### src/design/hgdj_pkg.sv
package hgdj_pkg;

    // Default encoder counter width
    localparam int COUNT_BITS_DEF = 16;

    // Gear codes
    localparam logic [1:0] GEAR_NULL = 2'd0;
    localparam logic [1:0] GEAR_X1   = 2'd1;
    localparam logic [1:0] GEAR_X10  = 2'd2;
    localparam logic [1:0] GEAR_X100 = 2'd3;

    // Screen modes
    localparam logic [1:0] MODE_OTHER  = 2'd0;
    localparam logic [1:0] MODE_MAIN   = 2'd1;
    localparam logic [1:0] MODE_SINGLE = 2'd2;

    // Move amount range
    localparam int AMT_W   = 23;
    localparam int AMT_MAX = 4194303;
    localparam int AMT_MIN = -4194304;

    // Register indexes
    localparam int CFG_IDX_W = 3;
    localparam logic [CFG_IDX_W-1:0] REG_GEAR_PERIOD  = 3'd0;
    localparam logic [CFG_IDX_W-1:0] REG_SETTLE_COUNT = 3'd1;
    localparam logic [CFG_IDX_W-1:0] REG_POS_PERIOD   = 3'd2;
    localparam logic [CFG_IDX_W-1:0] REG_DEADBAND     = 3'd3;
    localparam logic [CFG_IDX_W-1:0] REG_MULT_X1      = 3'd4;
    localparam logic [CFG_IDX_W-1:0] REG_MULT_X10     = 3'd5;
    localparam logic [CFG_IDX_W-1:0] REG_MULT_X100    = 3'd6;

    // Register reset values
    localparam logic [7:0] RST_GEAR_PERIOD  = 8'd10;
    localparam logic [3:0] RST_SETTLE_COUNT = 4'd5;
    localparam logic [9:0] RST_POS_PERIOD   = 10'd50;
    localparam logic [7:0] RST_DEADBAND     = 8'd2;
    localparam logic [6:0] RST_MULT_X1      = 7'd1;
    localparam logic [6:0] RST_MULT_X10     = 7'd10;
    localparam logic [6:0] RST_MULT_X100    = 7'd10;

    typedef struct packed {
        logic [7:0] gear_period;
        logic [3:0] settle_count;
        logic [9:0] pos_period;
        logic [7:0] deadband;
        logic [6:0] mult_x1;
        logic [6:0] mult_x10;
        logic [6:0] mult_x100;
    } cfg_t;

    // Per-tick result of the tracking stage, before scaling
    typedef struct packed {
        logic       activity;
        logic       move_valid;
        logic       move_kind;
        logic       move_flag;
        logic [6:0] mult;
        logic [1:0] gear;
    } step_t;

endpackage

### src/design/handwheel_gear_debounce_and_jog.sv
// Handwheel gear debounce and jog interface.
// Each transfer on the s_ side is one 1 ms tick: encoder count, the two
// active-low gear pins, screen mode and the screen flag. Every tick yields
// exactly one transfer on the m_ side with the activity flag, the move
// event (valid, kind on m_tuser, flag, scaled amount) and the committed gear.
// Gear pins are sampled every gear_period+1 ticks and committed after
// settle_count further equal samples; the encoder is checked every
// pos_period ticks against the count stored at the previous check.
// A tick passes through the input register and the tracking stage,
// then is multiplied and saturated into the output register. One tick
// is taken every cycle unless a stall on m_tready has filled the stages;
// each stage is a single register that moves on whenever the stage after
// it is empty or moving. A stall on m_tready fills the stages one by one;
// s_tready drops once all three hold data. Reset clears the counters,
// gears and the first-tick flag; the first tick after reset loads the
// stored count. Registers must be written by the user through the APB
// port only while no tick is in flight; the block does not enforce it.
module handwheel_gear_debounce_and_jog
    import hgdj_pkg::*;
#(
    parameter int COUNT_BITS = COUNT_BITS_DEF
)
(
    input  logic                                clk,
    input  logic                                rst_n,
    // s_tdata from bit 0: encoder_count, x100_pin_n, x10_pin_n,
    // screen_mode, hp_flag, zero fill
    input  logic                                s_tvalid,
    output logic                                s_tready,
    input  logic [((COUNT_BITS+12)/8)*8-1:0]    s_tdata,
    // m_tdata from bit 0: activity, move_valid, move_flag, move_amount,
    // gear, zero fill
    output logic                                m_tvalid,
    input  logic                                m_tready,
    output logic [31:0]                         m_tdata,
    // m_tuser: move_kind
    output logic                                m_tuser,
    input  logic                                psel,
    input  logic                                penable,
    input  logic                                pwrite,
    input  logic [4:0]                          paddr,
    input  logic [31:0]                         pwdata,
    output logic [31:0]                         prdata,
    output logic                                pready
);

    localparam int PW = (COUNT_BITS + 8 > AMT_W) ? COUNT_BITS + 8 : AMT_W;
    localparam logic signed [PW-1:0] SAT_HI = PW'(AMT_MAX);
    localparam logic signed [PW-1:0] SAT_LO = PW'(AMT_MIN);

    cfg_t                  cfg_reg;
    logic [CFG_IDX_W-1:0]  cfg_idx;

    logic                  in_valid_reg;
    logic [COUNT_BITS-1:0] in_cnt_reg;
    logic                  in_x100_reg;
    logic                  in_x10_reg;
    logic [1:0]            in_mode_reg;
    logic                  in_flag_reg;

    logic                         mid_valid_reg;
    step_t                        mid_step_reg;
    logic signed [COUNT_BITS-1:0] mid_diff_reg;

    logic                  out_valid_reg;
    logic                  out_activity_reg;
    logic                  out_move_valid_reg;
    logic                  out_move_kind_reg;
    logic                  out_move_flag_reg;
    logic [AMT_W-1:0]      out_amount_reg;
    logic [1:0]            out_gear_reg;

    logic                         adv_out;
    logic                         adv_mid;
    logic                         adv_in;
    logic                         fire_track;
    step_t                        step;
    logic signed [COUNT_BITS-1:0] step_diff;
    logic signed [COUNT_BITS+7:0] product;
    logic signed [PW-1:0]         product_ext;
    logic [AMT_W-1:0]             amount_next;

    // APB register file
    assign pready  = 1'b1;
    assign cfg_idx = paddr[4:2];

    always_ff @(posedge clk or negedge rst_n)
    begin
        if (!rst_n)
        begin
            cfg_reg.gear_period  <= RST_GEAR_PERIOD;
            cfg_reg.settle_count <= RST_SETTLE_COUNT;
            cfg_reg.pos_period   <= RST_POS_PERIOD;
            cfg_reg.deadband     <= RST_DEADBAND;
            cfg_reg.mult_x1      <= RST_MULT_X1;
            cfg_reg.mult_x10     <= RST_MULT_X10;
            cfg_reg.mult_x100    <= RST_MULT_X100;
        end
        else if (psel && penable && pwrite && pready)
        begin
            case (cfg_idx)
                REG_GEAR_PERIOD:  cfg_reg.gear_period  <= pwdata[7:0];
                REG_SETTLE_COUNT: cfg_reg.settle_count <= pwdata[3:0];
                REG_POS_PERIOD:   cfg_reg.pos_period   <= pwdata[9:0];
                REG_DEADBAND:     cfg_reg.deadband     <= pwdata[7:0];
                REG_MULT_X1:      cfg_reg.mult_x1      <= pwdata[6:0];
                REG_MULT_X10:     cfg_reg.mult_x10     <= pwdata[6:0];
                REG_MULT_X100:    cfg_reg.mult_x100    <= pwdata[6:0];
                default:          ;
            endcase
        end
    end

    always_comb
    begin
        case (cfg_idx)
            REG_GEAR_PERIOD:  prdata = {24'd0, cfg_reg.gear_period};
            REG_SETTLE_COUNT: prdata = {28'd0, cfg_reg.settle_count};
            REG_POS_PERIOD:   prdata = {22'd0, cfg_reg.pos_period};
            REG_DEADBAND:     prdata = {24'd0, cfg_reg.deadband};
            REG_MULT_X1:      prdata = {25'd0, cfg_reg.mult_x1};
            REG_MULT_X10:     prdata = {25'd0, cfg_reg.mult_x10};
            REG_MULT_X100:    prdata = {25'd0, cfg_reg.mult_x100};
            default:          prdata = 32'd0;
        endcase
    end

    // Pipeline flow: a stage moves when the one after it is empty or moving
    assign adv_out    = !out_valid_reg || m_tready;
    assign adv_mid    = !mid_valid_reg || adv_out;
    assign adv_in     = !in_valid_reg || adv_mid;
    assign fire_track = in_valid_reg && adv_mid;
    assign s_tready   = adv_in;

    always_ff @(posedge clk or negedge rst_n)
    begin
        if (!rst_n)
        begin
            in_valid_reg  <= 1'b0;
            mid_valid_reg <= 1'b0;
            out_valid_reg <= 1'b0;
        end
        else
        begin
            if (adv_in)
            begin
                in_valid_reg <= s_tvalid;
            end
            if (adv_mid)
            begin
                mid_valid_reg <= in_valid_reg;
            end
            if (adv_out)
            begin
                out_valid_reg <= mid_valid_reg;
            end
        end
    end

    // Capture the tick
    always_ff @(posedge clk)
    begin
        if (adv_in)
        begin
            in_cnt_reg  <= s_tdata[COUNT_BITS-1:0];
            in_x100_reg <= s_tdata[COUNT_BITS];
            in_x10_reg  <= s_tdata[COUNT_BITS+1];
            in_mode_reg <= s_tdata[COUNT_BITS+3:COUNT_BITS+2];
            in_flag_reg <= s_tdata[COUNT_BITS+4];
        end
    end

    hgdj_track #(
        .COUNT_BITS (COUNT_BITS)
    ) u_track (
        .clk         (clk),
        .rst_n       (rst_n),
        .fire        (fire_track),
        .cnt         (in_cnt_reg),
        .x100_pin_n  (in_x100_reg),
        .x10_pin_n   (in_x10_reg),
        .screen_mode (in_mode_reg),
        .hp_flag     (in_flag_reg),
        .cfg         (cfg_reg),
        .step        (step),
        .diff        (step_diff)
    );

    // Hold the tracking result
    always_ff @(posedge clk)
    begin
        if (adv_mid)
        begin
            mid_step_reg <= step;
            mid_diff_reg <= step_diff;
        end
    end

    // Scale by the gear multiplier and clamp to the amount range
    always_comb
    begin
        product     = mid_diff_reg * $signed({1'b0, mid_step_reg.mult});
        product_ext = PW'(product);
        if (product_ext > SAT_HI)
        begin
            amount_next = SAT_HI[AMT_W-1:0];
        end
        else if (product_ext < SAT_LO)
        begin
            amount_next = SAT_LO[AMT_W-1:0];
        end
        else
        begin
            amount_next = product_ext[AMT_W-1:0];
        end
    end

    always_ff @(posedge clk)
    begin
        if (adv_out)
        begin
            out_activity_reg   <= mid_step_reg.activity;
            out_move_valid_reg <= mid_step_reg.move_valid;
            out_move_kind_reg  <= mid_step_reg.move_kind;
            out_move_flag_reg  <= mid_step_reg.move_flag;
            out_amount_reg     <= amount_next;
            out_gear_reg       <= mid_step_reg.gear;
        end
    end

    assign m_tvalid = out_valid_reg;
    assign m_tuser  = out_move_kind_reg;
    assign m_tdata  = {4'd0, out_gear_reg, out_amount_reg, out_move_flag_reg,
                       out_move_valid_reg, out_activity_reg};

endmodule

### src/design/hgdj_track.sv
module hgdj_track
    import hgdj_pkg::*;
#(
    parameter int COUNT_BITS = COUNT_BITS_DEF
)
(
    input  logic                         clk,
    input  logic                         rst_n,
    input  logic                         fire,
    input  logic [COUNT_BITS-1:0]        cnt,
    input  logic                         x100_pin_n,
    input  logic                         x10_pin_n,
    input  logic [1:0]                   screen_mode,
    input  logic                         hp_flag,
    input  cfg_t                         cfg,
    output step_t                        step,
    output logic signed [COUNT_BITS-1:0] diff
);

    logic [7:0]            gear_tick_reg,  gear_tick_next;
    logic [9:0]            pos_tick_reg,   pos_tick_next;
    logic [1:0]            committed_reg,  committed_next;
    logic [1:0]            candidate_reg,  candidate_next;
    logic [3:0]            settle_reg,     settle_next;
    logic [COUNT_BITS-1:0] last_count_reg, last_count_next;
    logic                  primed_reg;

    logic [COUNT_BITS-1:0]        base;
    logic [8:0]                   gear_inc;
    logic [10:0]                  pos_inc;
    logic [1:0]                   sampled;
    logic                         commit_now;
    logic                         check;
    logic signed [COUNT_BITS-1:0] raw_diff;
    logic signed [COUNT_BITS:0]   diff_ext;
    logic signed [COUNT_BITS:0]   mag;
    logic                         motion;
    logic                         move_ok;
    logic [6:0]                   mult_sel;

    // Gear debounce and position check for one tick
    always_comb
    begin
        base           = primed_reg ? last_count_reg : cnt;
        gear_tick_next = gear_tick_reg;
        candidate_next = candidate_reg;
        settle_next    = settle_reg;
        committed_next = committed_reg;
        commit_now     = 1'b0;

        // decode pins: X100 wins over X10, X1 otherwise
        if (!x100_pin_n)
        begin
            sampled = GEAR_X100;
        end
        else if (!x10_pin_n)
        begin
            sampled = GEAR_X10;
        end
        else
        begin
            sampled = GEAR_X1;
        end

        gear_inc = {1'b0, gear_tick_reg} + 9'd1;
        if (gear_inc > {1'b0, cfg.gear_period})
        begin
            gear_tick_next = '0;
            if (sampled != candidate_reg)
            begin
                candidate_next = sampled;
                settle_next    = (cfg.settle_count == 4'd0) ? 4'd1 : cfg.settle_count;
            end
            else if (settle_reg != 4'd0)
            begin
                settle_next = settle_reg - 4'd1;
                if (settle_reg == 4'd1)
                begin
                    committed_next = sampled;
                    commit_now     = 1'b1;
                end
            end
        end
        else
        begin
            gear_tick_next = gear_inc[7:0];
        end

        // wrapped difference against the stored count
        pos_inc  = {1'b0, pos_tick_reg} + 11'd1;
        check    = (pos_inc >= {1'b0, cfg.pos_period});
        raw_diff = $signed(cnt - base);
        diff_ext = (COUNT_BITS+1)'(raw_diff);
        mag      = (diff_ext < 0) ? -diff_ext : diff_ext;
        motion   = check && ($unsigned(mag) > (COUNT_BITS+1)'(cfg.deadband));

        last_count_next = check ? cnt : base;
        pos_tick_next   = check ? 10'd0 : pos_inc[9:0];

        move_ok = motion && (committed_next != GEAR_NULL)
                  && ((screen_mode == MODE_MAIN) || (screen_mode == MODE_SINGLE));

        case (committed_next)
            GEAR_X1:   mult_sel = cfg.mult_x1;
            GEAR_X10:  mult_sel = cfg.mult_x10;
            GEAR_X100: mult_sel = cfg.mult_x100;
            default:   mult_sel = 7'd0;
        endcase

        step.activity   = commit_now || motion;
        step.move_valid = move_ok;
        step.move_kind  = move_ok && (screen_mode == MODE_SINGLE);
        step.move_flag  = move_ok && hp_flag;
        step.mult       = move_ok ? mult_sel : 7'd0;
        step.gear       = committed_next;
        diff            = move_ok ? raw_diff : '0;
    end

    // Advance tracking state once per transfer into the scaling stage
    always_ff @(posedge clk or negedge rst_n)
    begin
        if (!rst_n)
        begin
            gear_tick_reg <= '0;
            pos_tick_reg  <= '0;
            committed_reg <= GEAR_NULL;
            candidate_reg <= GEAR_NULL;
            settle_reg    <= '0;
            primed_reg    <= 1'b0;
        end
        else if (fire)
        begin
            gear_tick_reg <= gear_tick_next;
            pos_tick_reg  <= pos_tick_next;
            committed_reg <= committed_next;
            candidate_reg <= candidate_next;
            settle_reg    <= settle_next;
            primed_reg    <= 1'b1;
        end
    end

    // Stored count is qualified by primed_reg
    always_ff @(posedge clk)
    begin
        if (fire)
        begin
            last_count_reg <= last_count_next;
        end
    end

endmodule

### config.mk
export PLATFORM = sky130hd
export DESIGN_NAME = handwheel_gear_debounce_and_jog
export DESIGN_NICKNAME = d
export VERILOG_FILES = /design/src/design/hgdj_pkg.sv /design/src/design/handwheel_gear_debounce_and_jog.sv /design/src/design/hgdj_track.sv
export SDC_FILE = /design/constraint.sdc
export NUM_CORES = 1
export LEC_CHECK = 0
export BUFFER_PORTS_ARGS = -buffer_cell sky130_fd_sc_hd__buf_2
export CORE_AREA = 2 2 241 243
export DETAILED_ROUTE_END_ITERATION = 6
export DIE_AREA = 0 0 243 245
export GPL_TIMING_DRIVEN = 1
export PLACE_DENSITY = 0.44
export SLEW_MARGIN = 30
export SYNTH_ARGS = -nofsm -noshare
export SYNTH_HDL_FRONTEND = slang
export SYNTH_SLANG_ARGS = --single-unit
### constraint.sdc
create_clock -name clk -period 8.15 [get_ports clk]
set_input_delay 2.445 -clock clk [delete_from_list [all_inputs] [get_ports clk]]
set_output_delay 2.445 -clock clk [all_outputs]
set_load 0.05 [all_outputs]
==> results of run 1 <==
[worst max-delay path, cell delays in order]
cell	delay, ns
buf_2	0.31
nor2b_1	0.31
nor2b_1	0.54
and2_1	0.23
buf_2	0.26
[cell usage in the layout (no fill, tap or decap), types with 7 or more instances in the layout]
master and instances:
mux2i_1 29, a31oi_1 12, buf_4 11, and2_1 93, xnor2_1 35, inv_1 170
ha_1 97, edfxtp_1 95, o21a_1 11, nor2b_1 11, fa_1 87, a22oi_1 9
nor3_1 13, xor2_1 16, nor2_1 55, nand3_1 24, dfstp_2 13, or2_2 7
conb_1 27, and3_1 9, nor3_2 17, nand2b_1 11, a21oi_1 60, nand2_1 119
mux2_2 58, dfrtp_1 68, nor3b_1 7, o2bb2ai_1 7, o21ai_0 75, a21o_1 17
clkbuf_16 18, buf_2 80
[per-layer routing]
layer  vias to the layer above  track usage, %
met5                         -               0
met4                         0            3.63
met3                        29            2.34
met2                       150            18.7
met1                      4617            16.2
li1                       4793               -
[area by class of cell]
| class | count | share of cell area [%] |
|---|---|---|
| Tap cell | 765 | 6.07 |
| Clock buffer | 21 | 2.99 |
| Timing Repair Buffer | 91 | 3.06 |
| Multi-Input combinational cell | 989 | 52.2 |
| Clock inverter | 11 | 0.627 |
| Sequential cell | 176 | 31.1 |
| Inverter | 170 | 4.05 |
[stage by stage]
step                hold slack, ns  std cells
floorplan                    0.400       1405
global placement             0.406       2191
detailed placement           0.406       2191
CTS                          0.409       2223
global route                 0.427       2223
finish                       0.409       2223
[worst max-delay path by stage]
| stage | from | endpoint | slack (ns) |
|---|---|---|---|
| 6_report | paddr[3] | prdata[8] | 1.60 |
| 3_5_place_dp | mid_step_reg[6] | out_amount_reg[14] | 1.56 |
| 3_3_place_gp | mid_step_reg[6] | out_amount_reg[21] | 1.56 |
| 4_1_cts | mid_step_reg[6] | out_amount_reg[11] | 1.53 |
| 5_1_grt | mid_step_reg[5] | out_amount_reg[13] | 1.13 |
| 2_1_floorplan | paddr[2] | prdata[0] | 1.44 |
[where the power goes]
part	leakage (µW)	internal, µW	switching (µW)
Sequential	0.00198	1180	149
Combinational	0.00483	687	1150
Clock	0.000278	423	399
Total	0.00709	2290	1700
[cell families after synthesis]
kind of cell,after synthesis,share of synthesized area (%)
AND/OR/NAND/NOR,391,14.8
AO/OA/AOI/OAI,242,11.0
buffers and inverters,240,7.44
adder cells (fa/ha/maj),186,21.2
flip-flops,176,34.8
multiplexers,92,7.51
XOR/XNOR,51,3.18
other,2,0.0534
==> metrics, run 1 <==
Async SR Flop Fraction=between 40% and 50%; CP Data Arrival Time=around 4.1 ns; fin crit share=80.4%; post-CTS setup buffers=0; Post-synth top cells=inv_1 (170), nand2_1 (120), ha_1 (97); warnings from Yosys=0; routed len/inst=approximately 15 µm; mapped cell area=14100 µm²; status=finished, final reports clean; Setup-failing EPs final=0; final setup margin=about 1.6 ns; PortBufs=81; post-cts resize count=0; diode count=0; die width=~240 µm; area of the multi-input gates=8220 µm²; most frequent cell after synthesis=inv_1; Detailed Route WL=approximately 34000 µm; row cnt=between 80 and 90; Seq/Total Area, Yosys=a little over a third; Yosys top cell area share=about a fifth; initial antenna violation count=2; core area=57000 µm²; number of max-cap violations=0; Slew headroom=a little under two fifths; first-pass GRT wire length=roughly 55000 µm; Final Max Tran Viols=0; DRC violation count after routing=0; critical path launch point type=primary input; clk_lat worst skew=0.49 ns; Avg Vias per Cell=approximately 4.3; RSZ-0062 raised after global routing=false; Fmax=approximately 150 MHz; overall power=3990 µW; hold endpoint=out_move_valid_reg; post-route cell area=approximately 16000 µm²; vias in the first global route=9681; root buffer cell=clkbuf_16; Hold WC Path Type=reg -> reg; Final min period=6.55 ns; Util after Layout=between 20 and 30%; Least-Margin Pin Slew=0.940 ns; Clock Tree Buf Depth=2; Mapped Avg Cell Area=a little over 10 µm²; ys flop type=edfxtp_1; CTS H-tree depth=4; top cells by area, synth=edfxtp_1 (20%), fa_1 (12%), dfrtp_1 (12%); Setup WS pre-CTS=between 1.5 and 2 ns; Fin Setup TNS=0 ns; Yosys cell types=75; Largest register FFs=51; Post-Syn Instances=roughly 1400; grt total ovfl=0; FF-to-FF path depth=18; CTS Hold Bufs=0; fraction of final layout cells with drive strength greater than 1=between 15 and 20%; WS Path Type=in -> out; highest routed layer=met4; GRT Total Usage=11.8%; DIE AREA=59500 µm²; Layout area overhead=12.2%; WL met1=about 17000 µm; pin count of the biggest net entering global routing=53; Leak=a little over 0.007 µW; boundary pin count=approximately 140; Filler Cells Inserted=6157; Critical Path End Type=primary output; worst r2r src=mid_step_reg[6]; Worst VDD drop=around 170 µV; worst reg2reg setup slack=around 1.7 ns; Hold Crit Depth=0; cell taking the most area after synthesis=edfxtp_1; Yosys reg bits=about 180; GP Congestion=0.780; routed wl met3=between 1000 and 1500 µm; Seq. cell area=4900 µm²; fin nets=~1700; TritonCTS buffer count=17; CTS tree=done; final setup skew=around 0.018 ns; min-delay src=mid_step_reg[11]; Pwr Density=roughly 250 nW/µm²; drt first pass iters=5; routed via count=~9600; Initial Utilization=24.6%; initial drt markers=roughly 450; Sink Count=176; Req. time, crit path=between 5 and 6 ns; Post-DP HPWL=between 20000 and 30000 µm; metal2 WL=between 15000 and 20000 µm; Final ANT Viol Nets=0; final hold violation count=0; Placed Area=about 15000 µm²; worst-path fanout max=18; Clock transition at path regs=roughly 0.08 ns; Die H=245 µm; Critical R2R Capture=out_amount_reg[19]; EDFF count, synth=95
Power figures use the tool's default switching activity.
==> run 2: changes to the inputs <==
--- a/config.mk
+++ b/config.mk
@@ -5,12 +5,13 @@
 export SDC_FILE = /design/constraint.sdc
 export NUM_CORES = 1
 export LEC_CHECK = 0
+export ABC_AREA = 1
 export BUFFER_PORTS_ARGS = -buffer_cell sky130_fd_sc_hd__buf_2
-export CORE_AREA = 2 2 241 243
+export CORE_AREA = 2 2 244 246
 export DETAILED_ROUTE_END_ITERATION = 6
-export DIE_AREA = 0 0 243 245
+export DIE_AREA = 0 0 246 248
 export GPL_TIMING_DRIVEN = 1
-export PLACE_DENSITY = 0.44
+export PLACE_DENSITY = 0.45
 export SLEW_MARGIN = 30
 export SYNTH_ARGS = -nofsm -noshare
 export SYNTH_HDL_FRONTEND = slang
==> constraint.sdc (replaced) <==
create_clock -name clk -period 5.75 [get_ports clk]
set_input_delay 1.725 -clock clk [delete_from_list [all_inputs] [get_ports clk]]
set_output_delay 1.725 -clock clk [all_outputs]
set_load 0.05 [all_outputs]
==> metrics, run 2 <==
crit-path cells=buf_4 > nand2_1 > inv_1 > fa_1 > fa_1 > fa_1 > inv_1 > fa_1 > inv_1 > ha_1 > nand2_1 > nor2_1 > inv_1 > o21ai_0 > nand2_1 > nand3_1 > xnor2_1 > nand2_1 > inv_1 > o21ai_0; Crit path largest cell delay=0.57 ns; most frequent cell after synthesis=nand2_1; Fin Setup TNS=0 ns; Final ANT Viol Nets=0; CTS Hold Bufs=0; fin crit share=~90%; Yosys cell types=50; leading cell type in the layout, fill and taps excluded=nand2_1; initial drt markers=around 540; GP Congestion=roughly 0.83; cell taking the most area after synthesis=edfxtp_1; pin count of the biggest net entering global routing=between 40 and 50; Top delay family on crit path=adder cells; RSZ-0062 raised after global routing=false; Fmax=about 190 MHz; Die H=between 200 and 250 µm; Avg Vias per Cell=roughly 4.2; Critical Path Slowest Stage Cell=fa_1; number of max-cap violations=0; Final Max Tran Viols=0; ys flop type=edfxtp_1; core area=~58000 µm²; initial antenna violation count=0; WS Path Type=reg -> reg; Setup-failing EPs final=0; Sink Count=176; DIE AREA=61000 µm²; final setup skew=about 0.019 ns; Async SR Flop Fraction=46.0%; die width=between 200 and 250 µm; vias in the first global route=~11000; PortBufs=slightly above 80; TritonCTS buffer count=17; crit path buf inv count=6; routed via count=between 10000 and 15000; Largest register FFs=slightly above 50; Detailed Route WL=approximately 34000 µm; Clock transition at path regs=0.07 ns; GRT Total Usage=between 10% and 20%; CP dominant cell by count=inv_1; drt first pass iters=5; Net Switching=roughly 2900 µW; row cnt=89; Seq/Total Area, Yosys=about 34%; Yosys top cell area share=19.7%; root buffer cell=clkbuf_16; Leak=roughly 0.0086 µW; worst setup path startpoint=mid_step_reg[6]; Slew headroom=between 30% and 40%; Pint=approximately 3300 µW; worst r2r src=mid_step_reg[6]; DRC violation count after routing=0; Clk pwr share=18.8%; Hold WC Path Type=reg -> reg; worst-path fanout max=16; clk_lat worst skew=between 0.4 and 0.5 ns; grt total ovfl=0; diode count=0; post-cts resize count=0; routed len/inst=roughly 13 µm; Pwr Density=379 nW/µm²; Yosys reg bits=176; first-pass GRT wire length=~56000 µm; fin nets=between 2000 and 2500; Worst VDD drop=about 250 µV; overall power=between 6000 and 7000 µW; top cells by area, synth=edfxtp_1 (20%), fa_1 (12%), dfrtp_1 (12%); Layout area overhead=12.4%; Least-Margin Pin Slew=about 0.90 ns; Sw Share=between 40% and 50%; fraction of final layout cells with drive strength greater than 1=between 10% and 20%; worst reg2reg setup slack=approximately 0.48 ns; final hold violation count=0; CTS tree=done; Clock Tree Buf Depth=2; Util after Layout=27.9%; critical path launch point type=flop; Post-synth top cells=nand2_1 (410), inv_1 (394), o21ai_0 (126); CP Data Arrival Time=between 5 and 6 ns; Initial Utilization=approximately a quarter; Critical Path End Type=flop; CTS H-tree depth=4; EDFF count, synth=95; Mapped Avg Cell Area=just over 8 µm²; boundary pin count=between 100 and 150; status=finished, final reports clean; most frequent cells in the layout=nand2_1 (410), inv_1 (394), o21ai_0 (126), ha_1 (97), edfxtp_1 (95); Gate power share=between 40 and 50%; min-delay src=mid_step_reg[1]; mapped cell area=about 14000 µm²; warnings from Yosys=0; Post-DP HPWL=27300 µm; Req. time, crit path=~6 ns; Sequential Power Share=31.7%; Post-Syn Instances=1764; Final min period=5.27 ns
run 2: cells by family after synthesis:
| logic type | synth area share [%] |
|---|---|
| and+or+nand+nor | 19.7 |
| buffers and inverters | 13.3 |
| AOI/OAI and AO/OA | 8.86 |
| adders and majority gates | 20.4 |
| DFF | 33.8 |
| xor gates and xnor gates | 2.84 |
| muxes | 1.04 |
| other | 0.0518 |
run 2: path summary, 6_finish.rpt:
kind                                            end  cells after the start
hold reg to reg                     out_gear_reg[1]                      0
min in group asynchronous  u_track.gear_tick_reg[3]                      1
hold / removal                      out_gear_reg[1]                      0
setup reg to reg                 out_amount_reg[20]                     20
max in group asynchronous                cfg_reg[5]                      2
setup / recovery                 out_amount_reg[20]                     20
run 2: power by group through the flow:
stage          clock (µW)  combinational [µW]  sequential [µW]
6_report             1160                3060             1950
5_1_grt              1250                3480             2000
4_1_cts              1200                3070             1970
3_5_place_dp            0                3060             1990
3_3_place_gp            0                3020             1980
2_1_floorplan           0                2120             2210
run 2: through the flow:
stage	cell area [µm²]	hold slack, ns	setup slack (ns)	cells
global placement	15700	0.402	0.313	2589
finish	16300	0.421	0.484	2628
CTS	16200	0.422	0.257	2621
global route	16300	0.428	0.105	2628
detailed placement	15700	0.405	0.280	2589
floorplan	14600	0.400	0.667	1789
run 2: what timing repair did:
item	CTS	global route
setup endpoints to repair	0	17
setup buffers	0	7
endpoints found under the hold margin	0	0
run 2: cell type report:
class	instances	area [µm²]
clock inverters	15	143
flip-flops and latches	176	4900
fillers	6351	42200
clock buffers	17	425
repair buffers	100	576
well taps	773	967
inverters	407	1530
multi-input cells	1140	7760
run 2: layer usage:
layer  share of wire [%]  vias up  GRT usage, %
li1                    -     5608             -
met1                  51     5180          16.0
met2                  44      138          18.5
met3                 2.5       35          1.46
met4                 1.8        0          3.67
met5                   0        -             0
run 2: worst register-to-register path: stages (launching register included):
cell and delay [ns]:
edfxtp_1 0.55, buf_4 0.23, nand2_1 0.05, inv_1 0.06
fa_1 0.55, fa_1 0.44, fa_1 0.57, inv_1 0.06
fa_1 0.53, inv_1 0.05, ha_1 0.37, nand2_1 0.08
nor2_1 0.20, inv_1 0.06, o21ai_0 0.30, nand2_1 0.09
nand3_1 0.11, xnor2_1 0.18, nand2_1 0.11, inv_1 0.27
o21ai_0 0.15
==> run 3: changes to the inputs <==
--- a/config.mk
+++ b/config.mk
@@ -11,7 +11,7 @@
 export DETAILED_ROUTE_END_ITERATION = 6
 export DIE_AREA = 0 0 246 248
 export GPL_TIMING_DRIVEN = 1
-export PLACE_DENSITY = 0.45
+export PLACE_DENSITY = 0.44
 export SLEW_MARGIN = 30
 export SYNTH_ARGS = -nofsm -noshare
 export SYNTH_HDL_FRONTEND = slang
==> metrics, run 3 (same netlist as run 2, synthesis figures left out) <==
worst setup path startpoint=mid_step_reg[4]; drt first pass iters=5; clk_lat worst skew=roughly 0.47 ns; CP dominant cell by count=inv_1; critical path launch point type=flop; Placed Area=around 16000 µm²; fin crit share=slightly above 90%; first-pass GRT wire length=roughly 58000 µm; Leak=0.00858 µW; Final ANT Viol Nets=0; TritonCTS buffer count=17; Fmax=around 190 MHz; GP Congestion=slightly above 0.8; initial antenna violation count=0; Largest register FFs=around 50; worst r2r src=mid_step_reg[4]; Die H=around 250 µm; Critical Path Slowest Stage Cell=edfxtp_1; row cnt=89; Pint=3320 µW; Util after Layout=between 20% and 30%; CTS tree=done; number of max-cap violations=0; FF-to-FF path depth=19; Layout area overhead=12.7%; overall power=roughly 6200 µW; Sw Share=a little under half; Fin Setup TNS=0 ns; Gate power share=roughly half; Detailed Route WL=34700 µm; Critical R2R Capture=out_amount_reg[19]; CTS Hold Bufs=0; Net Switching=2910 µW; Clock Tree Buf Depth=2; worst reg2reg setup slack=around 0.48 ns; die width=about 250 µm; root buffer cell=clkbuf_16; post-cts resize count=0; Setup-failing EPs final=0; most frequent cells in the layout=nand2_1 (410), inv_1 (394), o21ai_0 (126), ha_1 (97), edfxtp_1 (95); Pwr Density=between 300 and 400 nW/µm²; CP Data Arrival Time=5.46 ns; vias in the first global route=roughly 11000; Clk pwr share=between 10% and 20%; WS Path Type=reg -> reg; Sink Count=approximately 180; Crit path largest cell delay=0.66 ns; final setup skew=roughly 0.013 ns; worst-path fanout max=16; DIE AREA=61000 µm²; Least-Margin Pin Slew=between 0.8 and 0.9 ns; fraction of final layout cells with drive strength greater than 1=between 10% and 20%; routed len/inst=roughly 13 µm; routed via count=about 11000; Hold WC Path Type=reg -> reg; grt total ovfl=0; pin count of the biggest net entering global routing=about 50; CTS H-tree depth=4; Worst Setup EP=out_amount_reg[19]; Final Max Tran Viols=0; GRT Total Usage=between 10% and 20%; Critical Path End Type=flop; PortBufs=between 80 and 90; core area=between 50000 and 60000 µm²; final hold violation count=0; post-route cell area=roughly 16000 µm²; fin nets=approximately 2100; Slew headroom=between 40% and 50%; boundary pin count=around 140; RSZ-0062 raised after global routing=false; Req. time, crit path=5.94 ns; Initial Utilization=between 20% and 30%; Sequential Power Share=31.4%; status=finished, final reports clean; Post-DP HPWL=27800 µm; diode count=0; leading cell type in the layout, fill and taps excluded=nand2_1; DRC violation count after routing=0; initial drt markers=627; crit-path cells=nand2_1 > fa_1 > inv_1 > fa_1 > fa_1 > inv_1 > fa_1 > inv_1 > ha_1 > nand2_1 > nor2_1 > inv_1 > o21ai_0 > nand2_1 > nand3_1 > xnor2_1 > nand2_1 > inv_1 > o21ai_0; post-CTS setup buffers=0; Final min period=5.27 ns; Clock transition at path regs=roughly 0.070 ns; Worst VDD drop=297 µV; Avg Vias per Cell=roughly 4.2
==> run 3: final cells by class <==
| type | instances | area, µm² |
|---|---|---|
| clock buffer | 19 | 475 |
| clock inverter | 13 | 136 |
| fill | 6362 | 42100 |
| inverter | 407 | 1530 |
| multi-input combinational | 1140 | 7760 |
| sequential | 176 | 4900 |
| tap | 773 | 967 |
| timing repair buffer | 98 | 573 |
==> run 3: worst min-delay path by stage <==
stage / start / end / slack [ns] / cells past startpoint
detailed placement: mid_step_reg[0] / out_gear_reg[0] / 0.40 / 0
finish: mid_step_reg[0] / out_gear_reg[0] / 0.42 / 0
floorplan: mid_step_reg[10] / m_tuser / 0.40 / 0
global route: mid_step_reg[0] / out_gear_reg[0] / 0.43 / 0
global placement: mid_step_reg[11] / out_move_valid_reg / 0.42 / 0
CTS: mid_step_reg[0] / out_gear_reg[0] / 0.42 / 0
==> run 3: stage by stage <==
step	hold WS [ns]	std cells	setup WS (ns)
after CTS	0.422	2623	0.253
final	0.420	2626	0.480
after floorplan	0.400	1789	0.667
after global routing	0.432	2626	0.0351
after detailed placement	0.405	2591	0.277
after global placement	0.416	2591	0.303
==> run 3: power by group through the flow <==
stage                     combinational (µW)  sequential (µW)  clock [µW]
after floorplan                         2120             2210           0
after global placement                  3030             1980           0
after detailed placement                3070             1990           0
after CTS                               3080             1970        1250
after global routing                    3520             1990        1300
final                                   3060             1950        1210
==> run 3: routing by layer <==
metal  wire length [µm]  track usage (%)  up-vias
met5                  0                0        -
met4                494             3.14        0
met3               1140             2.09       26
met2              15700             19.1      163
met1              17300             16.6     5182
li1                   -                -     5604
==> run 3: critical path: cells and delay by family, from the launching register on <==
kind            cells  cell delay (ns)
compound gates      2             0.47
xor+xnor            1             0.17
fa+ha+maj           5             2.44
buf+inv             5             0.48
flops               1             0.66
simple gates        6             0.77
